`config.mk`:
```
export PLATFORM = sky130hd
export DESIGN_NAME = one_wire_bus_master_flat
export DESIGN_NICKNAME = d
export VERILOG_FILES = /design/src/rtl/owbm_pkg.sv /design/src/rtl/owbm_in_if.sv /design/src/rtl/owbm_out_if.sv /design/src/rtl/owbm_cfg_regs.sv /design/src/rtl/owbm_core.sv /design/src/rtl/owbm_out_buf.sv /design/src/rtl/one_wire_bus_master.sv /design/src/flat_wrapper.sv
export SDC_FILE = /design/constraint.sdc
export NUM_CORES = 1
export LEC_CHECK = 0
export BUFFER_PORTS_ARGS = -buffer_cell sky130_fd_sc_hd__buf_2
export CORE_UTILIZATION = 50
export CTS_CLUSTER_DIAMETER = 200
export DETAILED_ROUTE_END_ITERATION = 7
export PLACE_DENSITY = 0.74
export SYNTH_ARGS = -nofsm -noshare
export SYNTH_HDL_FRONTEND = slang
export SYNTH_HIERARCHICAL = 1
export SYNTH_SLANG_ARGS = --single-unit
```
`constraint.sdc`:
```
create_clock -name clk -period 4.3 [get_ports clk]
set_clock_uncertainty 0.2 [all_clocks]
set_input_delay 0 -clock clk [delete_from_list [all_inputs] [get_ports clk]]
set_output_delay 0 -clock clk [all_outputs]
set_load 0.02 [all_outputs]
```
`src/rtl/owbm_pkg.sv`:
```
// Shared types, codes and reset values of the single-wire bus master.
`default_nettype none

package owbm_pkg;

  localparam int unsigned CFG_AW = 5;

  typedef enum logic [1:0] {
    CMD_TICK  = 2'd0,
    CMD_RESET = 2'd1,
    CMD_WRITE = 2'd2,
    CMD_READ  = 2'd3
  } cmd_t;

  typedef enum logic [3:0] {
    PH_IDLE      = 4'd0,
    PH_RST_LOW   = 4'd1,
    PH_RST_REL   = 4'd2,
    PH_PRES_WAIT = 4'd3,
    PH_PRES_LOW  = 4'd4,
    PH_W_LOW     = 4'd5,
    PH_W_REL     = 4'd6,
    PH_R_LOW     = 4'd7,
    PH_R_WAIT    = 4'd8,
    PH_R_TAIL    = 4'd9
  } phase_t;

  typedef enum logic [2:0] {
    REG_RESET_LOW     = 3'd0,
    REG_RESET_RELEASE = 3'd1,
    REG_PRES_WAIT     = 3'd2,
    REG_PRES_LOW      = 3'd3,
    REG_SLOT_START    = 3'd4,
    REG_SAMPLE_DELAY  = 3'd5,
    REG_READ_TAIL     = 3'd6,
    REG_WRITE_SLOT    = 3'd7
  } reg_idx_t;

  localparam logic [9:0] RST_RESET_LOW     = 10'd750;
  localparam logic [7:0] RST_RESET_RELEASE = 8'd15;
  localparam logic [7:0] RST_PRES_WAIT     = 8'd200;
  localparam logic [7:0] RST_PRES_LOW      = 8'd240;
  localparam logic [3:0] RST_SLOT_START    = 4'd2;
  localparam logic [5:0] RST_SAMPLE_DELAY  = 6'd12;
  localparam logic [6:0] RST_READ_TAIL     = 7'd50;
  localparam logic [6:0] RST_WRITE_SLOT    = 7'd60;

  typedef struct packed {
    logic [9:0] reset_low_time;
    logic [7:0] reset_release_time;
    logic [7:0] presence_wait_limit;
    logic [7:0] presence_low_limit;
    logic [3:0] slot_start_time;
    logic [5:0] read_sample_delay;
    logic [6:0] read_tail_time;
    logic [6:0] write_slot_time;
  } cfg_t;

  typedef struct packed {
    logic [1:0] cmd;
    logic [7:0] write_value;
    logic       line_level;
  } item_t;

  typedef struct packed {
    logic       drive_low;
    logic       busy_res;
    logic       done_res;
    logic       device_present;
    logic [7:0] read_value;
    logic       rejected;
  } res_t;

endpackage

`default_nettype wire

```
`src/rtl/owbm_in_if.sv`:
```
// Command/tick channel: valid, ready and one input item.
`default_nettype none

interface owbm_in_if;
  logic       valid;
  logic       ready;
  logic [1:0] cmd;
  logic [7:0] write_value;
  logic       line_level;

  modport source (output valid, output cmd, output write_value, output line_level,
                  input ready);
  modport sink (input valid, input cmd, input write_value, input line_level,
                output ready);
endinterface

`default_nettype wire

```
`src/rtl/owbm_out_if.sv`:
```
// Result channel: valid, ready and one result item.
`default_nettype none

interface owbm_out_if;
  logic       valid;
  logic       ready;
  logic       drive_low;
  logic       busy_res;
  logic       done_res;
  logic       device_present;
  logic [7:0] read_value;
  logic       rejected;

  modport source (output valid, output drive_low, output busy_res, output done_res,
                  output device_present, output read_value, output rejected,
                  input ready);
  modport sink (input valid, input drive_low, input busy_res, input done_res,
                input device_present, input read_value, input rejected,
                output ready);
endinterface

`default_nettype wire

```
`src/rtl/owbm_cfg_regs.sv`:
```
// APB-style timing register file.
`default_nettype none

module owbm_cfg_regs (
  input  wire logic                       clk,
  input  wire logic                       rst_n,
  input  wire logic                       psel,
  input  wire logic                       penable,
  input  wire logic                       pwrite,
  input  wire logic [owbm_pkg::CFG_AW-1:0] paddr,
  input  wire logic [31:0]                pwdata,
  output      logic [31:0]                prdata,
  output      logic                       pready,
  output      owbm_pkg::cfg_t             cfg
);

  owbm_pkg::cfg_t     cfg_r;
  owbm_pkg::cfg_t     cfg_nxt;
  owbm_pkg::reg_idx_t idx;
  logic               wr_en;

  assign pready = 1'b1;
  assign wr_en  = psel && penable && pwrite;
  assign idx    = owbm_pkg::reg_idx_t'(paddr[owbm_pkg::CFG_AW-1:2]);
  assign cfg    = cfg_r;

  always_comb begin
    cfg_nxt = cfg_r;
    if (wr_en) begin
      case (idx)
        owbm_pkg::REG_RESET_LOW:     cfg_nxt.reset_low_time      = pwdata[9:0];
        owbm_pkg::REG_RESET_RELEASE: cfg_nxt.reset_release_time  = pwdata[7:0];
        owbm_pkg::REG_PRES_WAIT:     cfg_nxt.presence_wait_limit = pwdata[7:0];
        owbm_pkg::REG_PRES_LOW:      cfg_nxt.presence_low_limit  = pwdata[7:0];
        owbm_pkg::REG_SLOT_START:    cfg_nxt.slot_start_time     = pwdata[3:0];
        owbm_pkg::REG_SAMPLE_DELAY:  cfg_nxt.read_sample_delay   = pwdata[5:0];
        owbm_pkg::REG_READ_TAIL:     cfg_nxt.read_tail_time      = pwdata[6:0];
        owbm_pkg::REG_WRITE_SLOT:    cfg_nxt.write_slot_time     = pwdata[6:0];
        default:                     cfg_nxt = cfg_r;
      endcase
    end
  end

  always_comb begin
    case (idx)
      owbm_pkg::REG_RESET_LOW:     prdata = {22'd0, cfg_r.reset_low_time};
      owbm_pkg::REG_RESET_RELEASE: prdata = {24'd0, cfg_r.reset_release_time};
      owbm_pkg::REG_PRES_WAIT:     prdata = {24'd0, cfg_r.presence_wait_limit};
      owbm_pkg::REG_PRES_LOW:      prdata = {24'd0, cfg_r.presence_low_limit};
      owbm_pkg::REG_SLOT_START:    prdata = {28'd0, cfg_r.slot_start_time};
      owbm_pkg::REG_SAMPLE_DELAY:  prdata = {26'd0, cfg_r.read_sample_delay};
      owbm_pkg::REG_READ_TAIL:     prdata = {25'd0, cfg_r.read_tail_time};
      owbm_pkg::REG_WRITE_SLOT:    prdata = {25'd0, cfg_r.write_slot_time};
      default:                     prdata = 32'd0;
    endcase
  end

  always_ff @(posedge clk) begin
    if (!rst_n) begin
      cfg_r.reset_low_time      <= owbm_pkg::RST_RESET_LOW;
      cfg_r.reset_release_time  <= owbm_pkg::RST_RESET_RELEASE;
      cfg_r.presence_wait_limit <= owbm_pkg::RST_PRES_WAIT;
      cfg_r.presence_low_limit  <= owbm_pkg::RST_PRES_LOW;
      cfg_r.slot_start_time     <= owbm_pkg::RST_SLOT_START;
      cfg_r.read_sample_delay   <= owbm_pkg::RST_SAMPLE_DELAY;
      cfg_r.read_tail_time      <= owbm_pkg::RST_READ_TAIL;
      cfg_r.write_slot_time     <= owbm_pkg::RST_WRITE_SLOT;
    end else begin
      cfg_r <= cfg_nxt;
    end
  end

endmodule

`default_nettype wire

```
`src/rtl/owbm_core.sv`:
```
// Input register and per-microsecond bus sequencer.
`default_nettype none

module owbm_core (
  input  wire logic           clk,
  input  wire logic           rst_n,
  owbm_in_if.sink             in_ch,
  input  wire owbm_pkg::cfg_t cfg,
  input  wire logic           space,
  output      logic           push,
  output      owbm_pkg::res_t res
);

  logic            in_vld_r;
  owbm_pkg::item_t item_r;
  logic            accept;

  owbm_pkg::phase_t phase_r, phase_nxt, cur_phase;
  logic [9:0]       tick_r, tick_nxt, tick_base, tick_inc;
  logic [2:0]       bit_idx_r, bit_idx_nxt, bit_base;
  logic [7:0]       shift_r, shift_nxt, shift_base, shift_smp;
  logic             present_r, present_nxt;
  logic [7:0]       rdbyte_r, rdbyte_nxt;

  logic             start;
  logic [9:0]       dur, dur_eff;
  logic             tmr_fin;
  logic             drive, done, rej;

  assign push        = in_vld_r && space;
  assign in_ch.ready = !in_vld_r || push;
  assign accept      = in_ch.valid && in_ch.ready;

  always_ff @(posedge clk) begin
    if (!rst_n) begin
      in_vld_r <= 1'b0;
    end else if (accept) begin
      in_vld_r <= 1'b1;
    end else if (push) begin
      in_vld_r <= 1'b0;
    end
  end

  always_ff @(posedge clk) begin
    if (accept) begin
      item_r <= '{cmd: in_ch.cmd, write_value: in_ch.write_value,
                  line_level: in_ch.line_level};
    end
  end

  // A command taken while idle makes this same item its first microsecond
  assign start = (phase_r == owbm_pkg::PH_IDLE) &&
                 (item_r.cmd != owbm_pkg::CMD_TICK);

  always_comb begin
    cur_phase  = phase_r;
    tick_base  = tick_r;
    bit_base   = bit_idx_r;
    shift_base = shift_r;
    if (start) begin
      tick_base  = 10'd0;
      bit_base   = 3'd0;
      shift_base = 8'd0;
      case (owbm_pkg::cmd_t'(item_r.cmd))
        owbm_pkg::CMD_RESET: cur_phase = owbm_pkg::PH_RST_LOW;
        owbm_pkg::CMD_WRITE: begin
          cur_phase  = owbm_pkg::PH_W_LOW;
          shift_base = item_r.write_value;
        end
        owbm_pkg::CMD_READ:  cur_phase = owbm_pkg::PH_R_LOW;
        default:             cur_phase = owbm_pkg::PH_IDLE;
      endcase
    end
  end

  assign tick_inc = tick_base + 10'd1;

  // Length of the current timed part; zero counts as one microsecond
  always_comb begin
    case (cur_phase)
      owbm_pkg::PH_RST_LOW: dur = cfg.reset_low_time;
      owbm_pkg::PH_RST_REL: dur = {2'd0, cfg.reset_release_time};
      owbm_pkg::PH_W_LOW:   dur = shift_base[0] ? {6'd0, cfg.slot_start_time}
                                                : {3'd0, cfg.write_slot_time};
      owbm_pkg::PH_W_REL:   dur = shift_base[0] ? {3'd0, cfg.write_slot_time}
                                                : {6'd0, cfg.slot_start_time};
      owbm_pkg::PH_R_LOW:   dur = {6'd0, cfg.slot_start_time};
      owbm_pkg::PH_R_WAIT:  dur = {4'd0, cfg.read_sample_delay};
      owbm_pkg::PH_R_TAIL:  dur = {3'd0, cfg.read_tail_time};
      default:              dur = 10'd1;
    endcase
  end

  assign dur_eff   = (dur == 10'd0) ? 10'd1 : dur;
  assign tmr_fin   = tick_inc >= dur_eff;
  assign shift_smp = (tick_base == 10'd0) ? {item_r.line_level, shift_base[7:1]} : shift_base;

  // Next state
  always_comb begin
    phase_nxt   = cur_phase;
    tick_nxt    = tick_base;
    bit_idx_nxt = bit_base;
    shift_nxt   = shift_base;
    present_nxt = present_r;
    rdbyte_nxt  = rdbyte_r;
    case (cur_phase)
      owbm_pkg::PH_IDLE: begin
      end
      owbm_pkg::PH_RST_LOW: begin
        tick_nxt = tmr_fin ? 10'd0 : tick_inc;
        if (tmr_fin) begin
          phase_nxt = (cfg.reset_release_time != 8'd0) ? owbm_pkg::PH_RST_REL
                                                       : owbm_pkg::PH_PRES_WAIT;
        end
      end
      owbm_pkg::PH_RST_REL: begin
        tick_nxt = tmr_fin ? 10'd0 : tick_inc;
        if (tmr_fin) phase_nxt = owbm_pkg::PH_PRES_WAIT;
      end
      owbm_pkg::PH_PRES_WAIT: begin
        if (item_r.line_level) begin
          tick_nxt = tick_inc;
          if (tick_inc >= {2'd0, cfg.presence_wait_limit}) begin
            present_nxt = 1'b0;
            phase_nxt   = owbm_pkg::PH_IDLE;
            tick_nxt    = 10'd0;
          end
        end else if (cfg.presence_low_limit <= 8'd1) begin
          present_nxt = 1'b0;
          phase_nxt   = owbm_pkg::PH_IDLE;
          tick_nxt    = 10'd0;
        end else begin
          tick_nxt  = 10'd1;
          phase_nxt = owbm_pkg::PH_PRES_LOW;
        end
      end
      owbm_pkg::PH_PRES_LOW: begin
        if (item_r.line_level) begin
          present_nxt = 1'b1;
          phase_nxt   = owbm_pkg::PH_IDLE;
          tick_nxt    = 10'd0;
        end else begin
          tick_nxt = tick_inc;
          if (tick_inc >= {2'd0, cfg.presence_low_limit}) begin
            present_nxt = 1'b0;
            phase_nxt   = owbm_pkg::PH_IDLE;
            tick_nxt    = 10'd0;
          end
        end
      end
      owbm_pkg::PH_W_LOW: begin
        tick_nxt = tmr_fin ? 10'd0 : tick_inc;
        if (tmr_fin) phase_nxt = owbm_pkg::PH_W_REL;
      end
      owbm_pkg::PH_W_REL: begin
        tick_nxt = tmr_fin ? 10'd0 : tick_inc;
        if (tmr_fin) begin
          shift_nxt = {1'b0, shift_base[7:1]};
          if (bit_base == 3'd7) begin
            bit_idx_nxt = 3'd0;
            phase_nxt   = owbm_pkg::PH_IDLE;
          end else begin
            bit_idx_nxt = bit_base + 3'd1;
            phase_nxt   = owbm_pkg::PH_W_LOW;
          end
        end
      end
      owbm_pkg::PH_R_LOW: begin
        tick_nxt = tmr_fin ? 10'd0 : tick_inc;
        if (tmr_fin) phase_nxt = owbm_pkg::PH_R_WAIT;
      end
      owbm_pkg::PH_R_WAIT: begin
        tick_nxt = tmr_fin ? 10'd0 : tick_inc;
        if (tmr_fin) phase_nxt = owbm_pkg::PH_R_TAIL;
      end
      owbm_pkg::PH_R_TAIL: begin
        // line sampled on the first microsecond of the tail
        shift_nxt = shift_smp;
        tick_nxt  = tmr_fin ? 10'd0 : tick_inc;
        if (tmr_fin) begin
          if (bit_base == 3'd7) begin
            bit_idx_nxt = 3'd0;
            rdbyte_nxt  = shift_smp;
            phase_nxt   = owbm_pkg::PH_IDLE;
          end else begin
            bit_idx_nxt = bit_base + 3'd1;
            phase_nxt   = owbm_pkg::PH_R_LOW;
          end
        end
      end
      default: begin
        phase_nxt = owbm_pkg::PH_IDLE;
        tick_nxt  = 10'd0;
      end
    endcase
  end

  // Outputs
  always_comb begin
    drive = 1'b0;
    done  = 1'b0;
    case (cur_phase)
      owbm_pkg::PH_RST_LOW, owbm_pkg::PH_W_LOW, owbm_pkg::PH_R_LOW: begin
        drive = 1'b1;
        done  = (phase_nxt == owbm_pkg::PH_IDLE);
      end
      owbm_pkg::PH_RST_REL, owbm_pkg::PH_PRES_WAIT, owbm_pkg::PH_PRES_LOW,
      owbm_pkg::PH_W_REL, owbm_pkg::PH_R_WAIT, owbm_pkg::PH_R_TAIL: begin
        done = (phase_nxt == owbm_pkg::PH_IDLE);
      end
      default: begin
        drive = 1'b0;
        done  = 1'b0;
      end
    endcase
    rej = (phase_r != owbm_pkg::PH_IDLE) && (item_r.cmd != owbm_pkg::CMD_TICK);
  end

  assign res = '{drive_low: drive,
                 busy_res: (phase_nxt != owbm_pkg::PH_IDLE),
                 done_res: done,
                 device_present: present_nxt,
                 read_value: rdbyte_nxt,
                 rejected: rej};

  always_ff @(posedge clk) begin
    if (!rst_n) begin
      phase_r   <= owbm_pkg::PH_IDLE;
      tick_r    <= 10'd0;
      bit_idx_r <= 3'd0;
      shift_r   <= 8'd0;
      present_r <= 1'b0;
      rdbyte_r  <= 8'd0;
    end else if (push) begin
      phase_r   <= phase_nxt;
      tick_r    <= tick_nxt;
      bit_idx_r <= bit_idx_nxt;
      shift_r   <= shift_nxt;
      present_r <= present_nxt;
      rdbyte_r  <= rdbyte_nxt;
    end
  end

`ifndef ASSERT_OFF
  a_done_ends_busy: assert property (@(posedge clk) disable iff (!rst_n)
    push && res.done_res |-> !res.busy_res)
    else $error("operation reported done while still busy");

  a_drive_when_busy: assert property (@(posedge clk) disable iff (!rst_n)
    push && res.drive_low |-> res.busy_res || res.done_res)
    else $error("line driven outside an operation");

  a_idle_holds: assert property (@(posedge clk) disable iff (!rst_n)
    phase_r == owbm_pkg::PH_IDLE && !(push && start) |=> phase_r == owbm_pkg::PH_IDLE)
    else $error("left idle without a command");

  a_bit_idx_idle: assert property (@(posedge clk) disable iff (!rst_n)
    phase_r == owbm_pkg::PH_IDLE |-> bit_idx_r == 3'd0)
    else $error("bit index not cleared at idle");
`endif

endmodule

`default_nettype wire

```
`src/rtl/owbm_out_buf.sv`:
```
// Two-entry result buffer that decouples the result channel from the sequencer.
`default_nettype none

module owbm_out_buf (
  input  wire logic           clk,
  input  wire logic           rst_n,
  input  wire logic           push,
  input  wire owbm_pkg::res_t din,
  output      logic           space,
  owbm_out_if.source          out_ch
);

  owbm_pkg::res_t ent0_r, ent1_r;
  logic [1:0]     cnt_r, cnt_nxt;
  logic           pop;

  assign out_ch.valid          = (cnt_r != 2'd0);
  assign out_ch.drive_low      = ent0_r.drive_low;
  assign out_ch.busy_res       = ent0_r.busy_res;
  assign out_ch.done_res       = ent0_r.done_res;
  assign out_ch.device_present = ent0_r.device_present;
  assign out_ch.read_value     = ent0_r.read_value;
  assign out_ch.rejected       = ent0_r.rejected;

  assign pop   = out_ch.valid && out_ch.ready;
  assign space = (cnt_r != 2'd2);

  always_comb begin
    cnt_nxt = cnt_r;
    if (push && !pop) cnt_nxt = cnt_r + 2'd1;
    else if (pop && !push) cnt_nxt = cnt_r - 2'd1;
  end

  always_ff @(posedge clk) begin
    if (!rst_n) begin
      cnt_r <= 2'd0;
    end else begin
      cnt_r <= cnt_nxt;
    end
  end

  // head always sits in entry 0
  always_ff @(posedge clk) begin
    if (pop) begin
      ent0_r <= (push && cnt_r == 2'd1) ? din : ent1_r;
    end else if (push && cnt_r == 2'd0) begin
      ent0_r <= din;
    end
    if (push && ((pop && cnt_r == 2'd2) || (!pop && cnt_r == 2'd1))) begin
      ent1_r <= din;
    end
  end

`ifndef ASSERT_OFF
  a_cnt_range: assert property (@(posedge clk) disable iff (!rst_n)
    cnt_r != 2'd3)
    else $error("result buffer count out of range");

  a_no_overflow: assert property (@(posedge clk) disable iff (!rst_n)
    cnt_r == 2'd2 |-> !push)
    else $error("transfer pushed into full result buffer");
`endif

endmodule

`default_nettype wire

```
`src/rtl/one_wire_bus_master.sv`:
```
// Single-wire bus master: top level.
//
//  channel   | ports                               | role
//  ----------+-------------------------------------+---------------------------------
//  in_ch     | valid/ready, cmd, write_value, line | one transfer per microsecond tick
//  out_ch    | valid/ready, drive_low .. rejected  | one result transfer per tick
//  cfg       | psel/penable/pwrite/paddr/pwdata    | timing registers at 4*index
//
// One tick per clock cycle sustained while the result channel does not stall; an input
// transfer reaches its result through the input register, then the two-entry result buffer.
// The sequencer state advances once per tick; its critical path is the 10-bit
// timer increment and compare.
// Reset (synchronous, rst_n low) sets the timing registers to defaults and the
// sequencer to idle. A stalled result channel fills the buffer, then holds in_ch.
`default_nettype none

module one_wire_bus_master (
  input  wire logic                        clk,
  input  wire logic                        rst_n,
  owbm_in_if.sink                          in_ch,
  owbm_out_if.source                       out_ch,
  input  wire logic                        psel,
  input  wire logic                        penable,
  input  wire logic                        pwrite,
  input  wire logic [owbm_pkg::CFG_AW-1:0] paddr,
  input  wire logic [31:0]                 pwdata,
  output      logic [31:0]                 prdata,
  output      logic                        pready
);

  owbm_pkg::cfg_t cfg;
  owbm_pkg::res_t res;
  logic           push;
  logic           space;

  owbm_cfg_regs u_cfg (
    .clk     (clk),
    .rst_n   (rst_n),
    .psel    (psel),
    .penable (penable),
    .pwrite  (pwrite),
    .paddr   (paddr),
    .pwdata  (pwdata),
    .prdata  (prdata),
    .pready  (pready),
    .cfg     (cfg)
  );

  owbm_core u_core (
    .clk   (clk),
    .rst_n (rst_n),
    .in_ch (in_ch),
    .cfg   (cfg),
    .space (space),
    .push  (push),
    .res   (res)
  );

  owbm_out_buf u_obuf (
    .clk    (clk),
    .rst_n  (rst_n),
    .push   (push),
    .din    (res),
    .space  (space),
    .out_ch (out_ch)
  );

endmodule

`default_nettype wire
```
`src/flat_wrapper.sv`:
```
// flat-port wrapper written by rule: the top's interface ports become plain ports
module one_wire_bus_master_flat 
  (clk, rst_n, psel, penable, pwrite, paddr, pwdata, prdata, pready, in_ch_valid, in_ch_cmd, in_ch_write_value, in_ch_line_level, in_ch_ready, out_ch_valid, out_ch_drive_low, out_ch_busy_res, out_ch_done_res, out_ch_device_present, out_ch_read_value, out_ch_rejected, out_ch_ready);
  owbm_in_if in_ch_i ();
  owbm_out_if out_ch_i ();
  input  wire logic clk;
  input  wire logic rst_n;
  input  wire logic psel;
  input  wire logic penable;
  input  wire logic pwrite;
  input  wire logic [owbm_pkg::CFG_AW-1:0] paddr;
  input  wire logic [31:0] pwdata;
  output      logic [31:0] prdata;
  output      logic pready;
  input wire logic [$bits(in_ch_i.valid)-1:0] in_ch_valid;
  input wire logic [$bits(in_ch_i.cmd)-1:0] in_ch_cmd;
  input wire logic [$bits(in_ch_i.write_value)-1:0] in_ch_write_value;
  input wire logic [$bits(in_ch_i.line_level)-1:0] in_ch_line_level;
  output wire logic [$bits(in_ch_i.ready)-1:0] in_ch_ready;
  output wire logic [$bits(out_ch_i.valid)-1:0] out_ch_valid;
  output wire logic [$bits(out_ch_i.drive_low)-1:0] out_ch_drive_low;
  output wire logic [$bits(out_ch_i.busy_res)-1:0] out_ch_busy_res;
  output wire logic [$bits(out_ch_i.done_res)-1:0] out_ch_done_res;
  output wire logic [$bits(out_ch_i.device_present)-1:0] out_ch_device_present;
  output wire logic [$bits(out_ch_i.read_value)-1:0] out_ch_read_value;
  output wire logic [$bits(out_ch_i.rejected)-1:0] out_ch_rejected;
  input wire logic [$bits(out_ch_i.ready)-1:0] out_ch_ready;
  assign in_ch_i.valid = in_ch_valid;
  assign in_ch_i.cmd = in_ch_cmd;
  assign in_ch_i.write_value = in_ch_write_value;
  assign in_ch_i.line_level = in_ch_line_level;
  assign in_ch_ready = in_ch_i.ready;
  assign out_ch_valid = out_ch_i.valid;
  assign out_ch_drive_low = out_ch_i.drive_low;
  assign out_ch_busy_res = out_ch_i.busy_res;
  assign out_ch_done_res = out_ch_i.done_res;
  assign out_ch_device_present = out_ch_i.device_present;
  assign out_ch_read_value = out_ch_i.read_value;
  assign out_ch_rejected = out_ch_i.rejected;
  assign out_ch_i.ready = out_ch_ready;
  one_wire_bus_master u_core (.clk(clk), .rst_n(rst_n), .in_ch(in_ch_i), .out_ch(out_ch_i), .psel(psel), .penable(penable), .pwrite(pwrite), .paddr(paddr), .pwdata(pwdata), .prdata(prdata), .pready(pready));
endmodule
```
==> flow_metrics.py <==
metrics = {
    "status": {
        "outcome": "complete, but fails checks",
        "violations": "setup timing",
    },
    "global_routing": {
        "first_global_vias": 6583,
        "grt_use_total_pct": 27.2,
        "grt_first_pass_wirelength_um": 34300,
        "grt_max_degree": 87,
        "antenna_found_initial": 0,
        "overflow": 0,
    },
    "finish": {
        "num_antenna_cells": 0,
        "multi_input_area_mm2": 0.00446,
        "regArea_mm2": 0.00302,
        "nNetsFinal": 1091,
        "layout.cells.non_filler": 1226,
        "fin_area_mm2": 0.00957,
        "area_delta_synth_final_pct": 21.3,
        "nFillCells": 1319,
        "drive_gt1_share_pct": 22.3,
    },
    "clock_tree": {
        "tritoncts": "built",
        "cts_max_path_buffers": 2,
        "htreeDepth": 4,
        "path_clk_slew_ns": 0.06,
        "clk_latency_ns": 0.44,
        "numCtsBuffers": 17,
        "cts_root_buf": "clkbuf_16",
        "cts.sinks": 132,
    },
    "placement": {
        "hpwlAfterDp_um": 14800,
        "io_buffers": 55,
        "placed_cell_area_mm2": 0.00852,
        "dp_slack_ns": -0.151,
        "post-place-cells": 1158,
        "place_congestion": 0.938,
    },
    "logic_synthesis": {
        "synth_cell_types": 79,
        "syn_area_mm2": 0.00789,
        "synth_ff_type": "dfxtp_1",
        "synthTopCellsByCount": "nand2_1 (120), dfxtp_1 (95), o21ai_0 (75)",
        "async_flop_share_pct": 0,
        "synth_edf_count": 37,
        "synth.area.top_cells": "dfxtp_1 (24%), edfxtp_1 (14%), nand2_1 (5.7%)",
        "yosysWarnings": 6,
        "ys_ff_latch": 132,
        "synth_top_area_share_pct": 24.1,
        "ys_seq_area_share_pct": 38.2,
        "synth.most_common_cell": "nand2_1",
        "synth_top_area_cell": "dfxtp_1",
        "synth_area_per_cell_um2": 8.85,
        "synthCells": 891,
    },
    "route": {
        "drc_errors": 0,
        "dr.pass1.iters": 5,
        "postRouteWirelength_um": 21400,
        "drtIter0Drc": 809,
        "vias": 7194,
        "viasPerCell": 5.87,
        "ant_nets": 0,
        "wl_per_cell_um": 17.5,
    },
    "power": {
        "power_frac_comb_pct": 29.7,
        "clkPwrFrac_pct": 35.2,
        "power_density_mw_per_mm2": 436,
        "p_int_mw": 2.83,
        "switchingPower_mw": 1.34,
        "ir_worst_vdd_uv": 304,
        "leakage_nw": 3.93,
        "swShare_pct": 32.1,
        "sequentialPowerShare_pct": 35.1,
        "p_total_mw": 4.17,
    },
    "sta": {
        "rsz0062_at_grt": "true",
        "fin_ws_ns": -0.0926,
        "period_needed_ns": 4.39,
        "maxSlewViolCount": 0,
        "tightest_slew_ns": 1.21,
        "fin_crit_sh_pct": 102,
        "fmax_ghz": 0.228,
        "setup_violations": 10,
        "totalNegativeSetupSlack_ns": -0.411,
        "hold_viol": 0,
        "slew_headroom_pct": 18.9,
    },
    "die": {
        "start_util_pct": 51.5,
        "core_mm2": 0.0153,
        "die_h_um": 128,
        "rows": 45,
        "die_w_um": 128,
        "dieArea_mm2": 0.0163,
        "ios": 103,
    },
    "worst_hold_path": {
        "min_path_type": "input port to flop",
        "hold_depth": 4,
    },
    "setup_path": {
        "reg2regPathDepth": 19,
        "endpoint_kind": "flop",
        "critPathLaunchType": "flop",
        "critPathKind": "flop to flop",
        "cp.required_ns": 4.27,
        "cp.arrival_ns": 4.36,
        "worstPathMaxFanout": 6,
    },
    "flow_run": {
        "cap_viol_max_count": 0,
    },
}
area by class of cell:
| class | instances | area share [%] |
|---|---|---|
| multi-input combinational | 659 | 46.6 |
| timing repair buffer | 151 | 11.3 |
| clock buffer | 18 | 4.49 |
| tap | 211 | 2.76 |
| clock inverter | 14 | 1.70 |
| sequential | 132 | 31.5 |
| inverter | 41 | 1.61 |
cells in the final DEF (no fill, tap or decap), drive strengths merged, types with 18 or more instances in the layout:
cell type	n
ha	34
a21boi	27
nor2	66
a21oi	33
o21ai	77
edfxtp	37
a221oi	18
conb	23
nand2	120
mux2	30
buf	120
dlygate4sd3	31
mux2i	21
nand3	34
a22o	18
inv	50
clkbuf	18
dfxtp	95
power by group through the flow:
stage / Combinational [mW] / Clock (mW) / Sequential [mW]
CTS: 1.19 / 1.48 / 1.46
detailed placement: 1.13 / 0 / 1.49
finish: 1.24 / 1.47 / 1.46
global route: 1.34 / 1.54 / 1.47
floorplan: 0.761 / 0 / 1.53
global placement: 1.11 / 0 / 1.49
worst max-delay path, stage by stage (launching register included):
cell	delay (ns)
dfxtp_2	0.33
nor4_4	0.38
o21ai_4	0.11
a22o_4	0.28
mux2_4	0.35
a221oi_4	0.24
and4_1	0.22
nand3_1	0.08
o21ai_1	0.14
ha_1	0.13
nand2b_4	0.11
a21oi_2	0.05
o21ai_2	0.12
a41oi_2	0.15
buf_4	0.18
o311a_1	0.30
a211oi_2	0.27
nor2_2	0.08
o211a_1	0.15
mux2_4	0.26
metal layers:
metal / vias to the layer above / track usage, % / routed length, µm
li1: 3404 / - / -
met1: 3409 / 37.7 / 9740
met2: 333 / 41.1 / 9490
met3: 48 / 5.70 / 1640
met4: 0 / 11.4 / 545
met5: - / 0 / 0
metrics by stage:
stage / hold WS, ns / util [%]
2_1_floorplan: -0.101 / -
3_3_place_gp: -0.0234 / 55.7
3_5_place_dp: -0.0217 / 55.7
4_1_cts: 0.0305 / 62.1
5_1_grt: 0.0731 / 62.5
6_report: 0.0429 / 62.5
timing repair:
item                       4_1_cts  5_1_grt
setup endpoints to repair       14       43
gates resized for setup         11       12
buffers inserted                 4        1
pin swaps                        1        5
hold buffers                    31        0
hold endpoints to repair        76        0
registers in the layout, indices dropped and copies added, names as in the netlist:
| register | cells |
|---|---|
| u_core/u_cfg/cfg | 58 |
| u_core/u_obuf/out_ch.device_present | 1 |
| u_core/u_core/shift_r | 8 |
| u_core/u_core/phase_r | 4 |
| u_core/u_core/in_vld_r | 1 |
| u_core/u_obuf/out_ch.busy_res | 1 |
| u_core/u_obuf/out_ch.done_res | 1 |
| u_core/u_core/item_r | 11 |
| u_core/u_core/tick_r | 10 |
| u_core/u_obuf/out_ch.read_value | 8 |
| u_core/u_obuf/cnt_r | 2 |
| u_core/u_core/bit_idx_r | 3 |
| u_core/u_obuf/out_ch.drive_low | 1 |
| u_core/u_core/rdbyte_r | 8 |
| u_core/u_core/present_r | 1 |
| u_core/u_obuf/ent1_r | 13 |
| u_core/u_obuf/out_ch.rejected | 1 |
cells by family after synthesis:
group,Yosys count,synth area share [%]
xor+xnor,11,1.22
mux,52,7.76
simple gates,292,17.4
fa+ha+maj,34,5.39
compound gates,247,22.2
buf+inv,121,7.76
flops,132,38.2
other cells,2,0.0952
path summary, 6_finish.rpt:
check	start	to	slack [ns]
setup reg to reg	u_core/u_core/phase_r[0]	u_core/u_obuf/out_ch.done_res	-0.09
hold reg to reg	u_core/u_core/bit_idx_r[1]	u_core/u_core/bit_idx_r[1]	0.27
setup / recovery	u_core/u_core/phase_r[0]	u_core/u_obuf/out_ch.done_res	-0.09
hold / removal	paddr[4]	u_core/u_cfg/cfg[33]	0.04
Note: power is estimated with default switching activity, not from simulation.
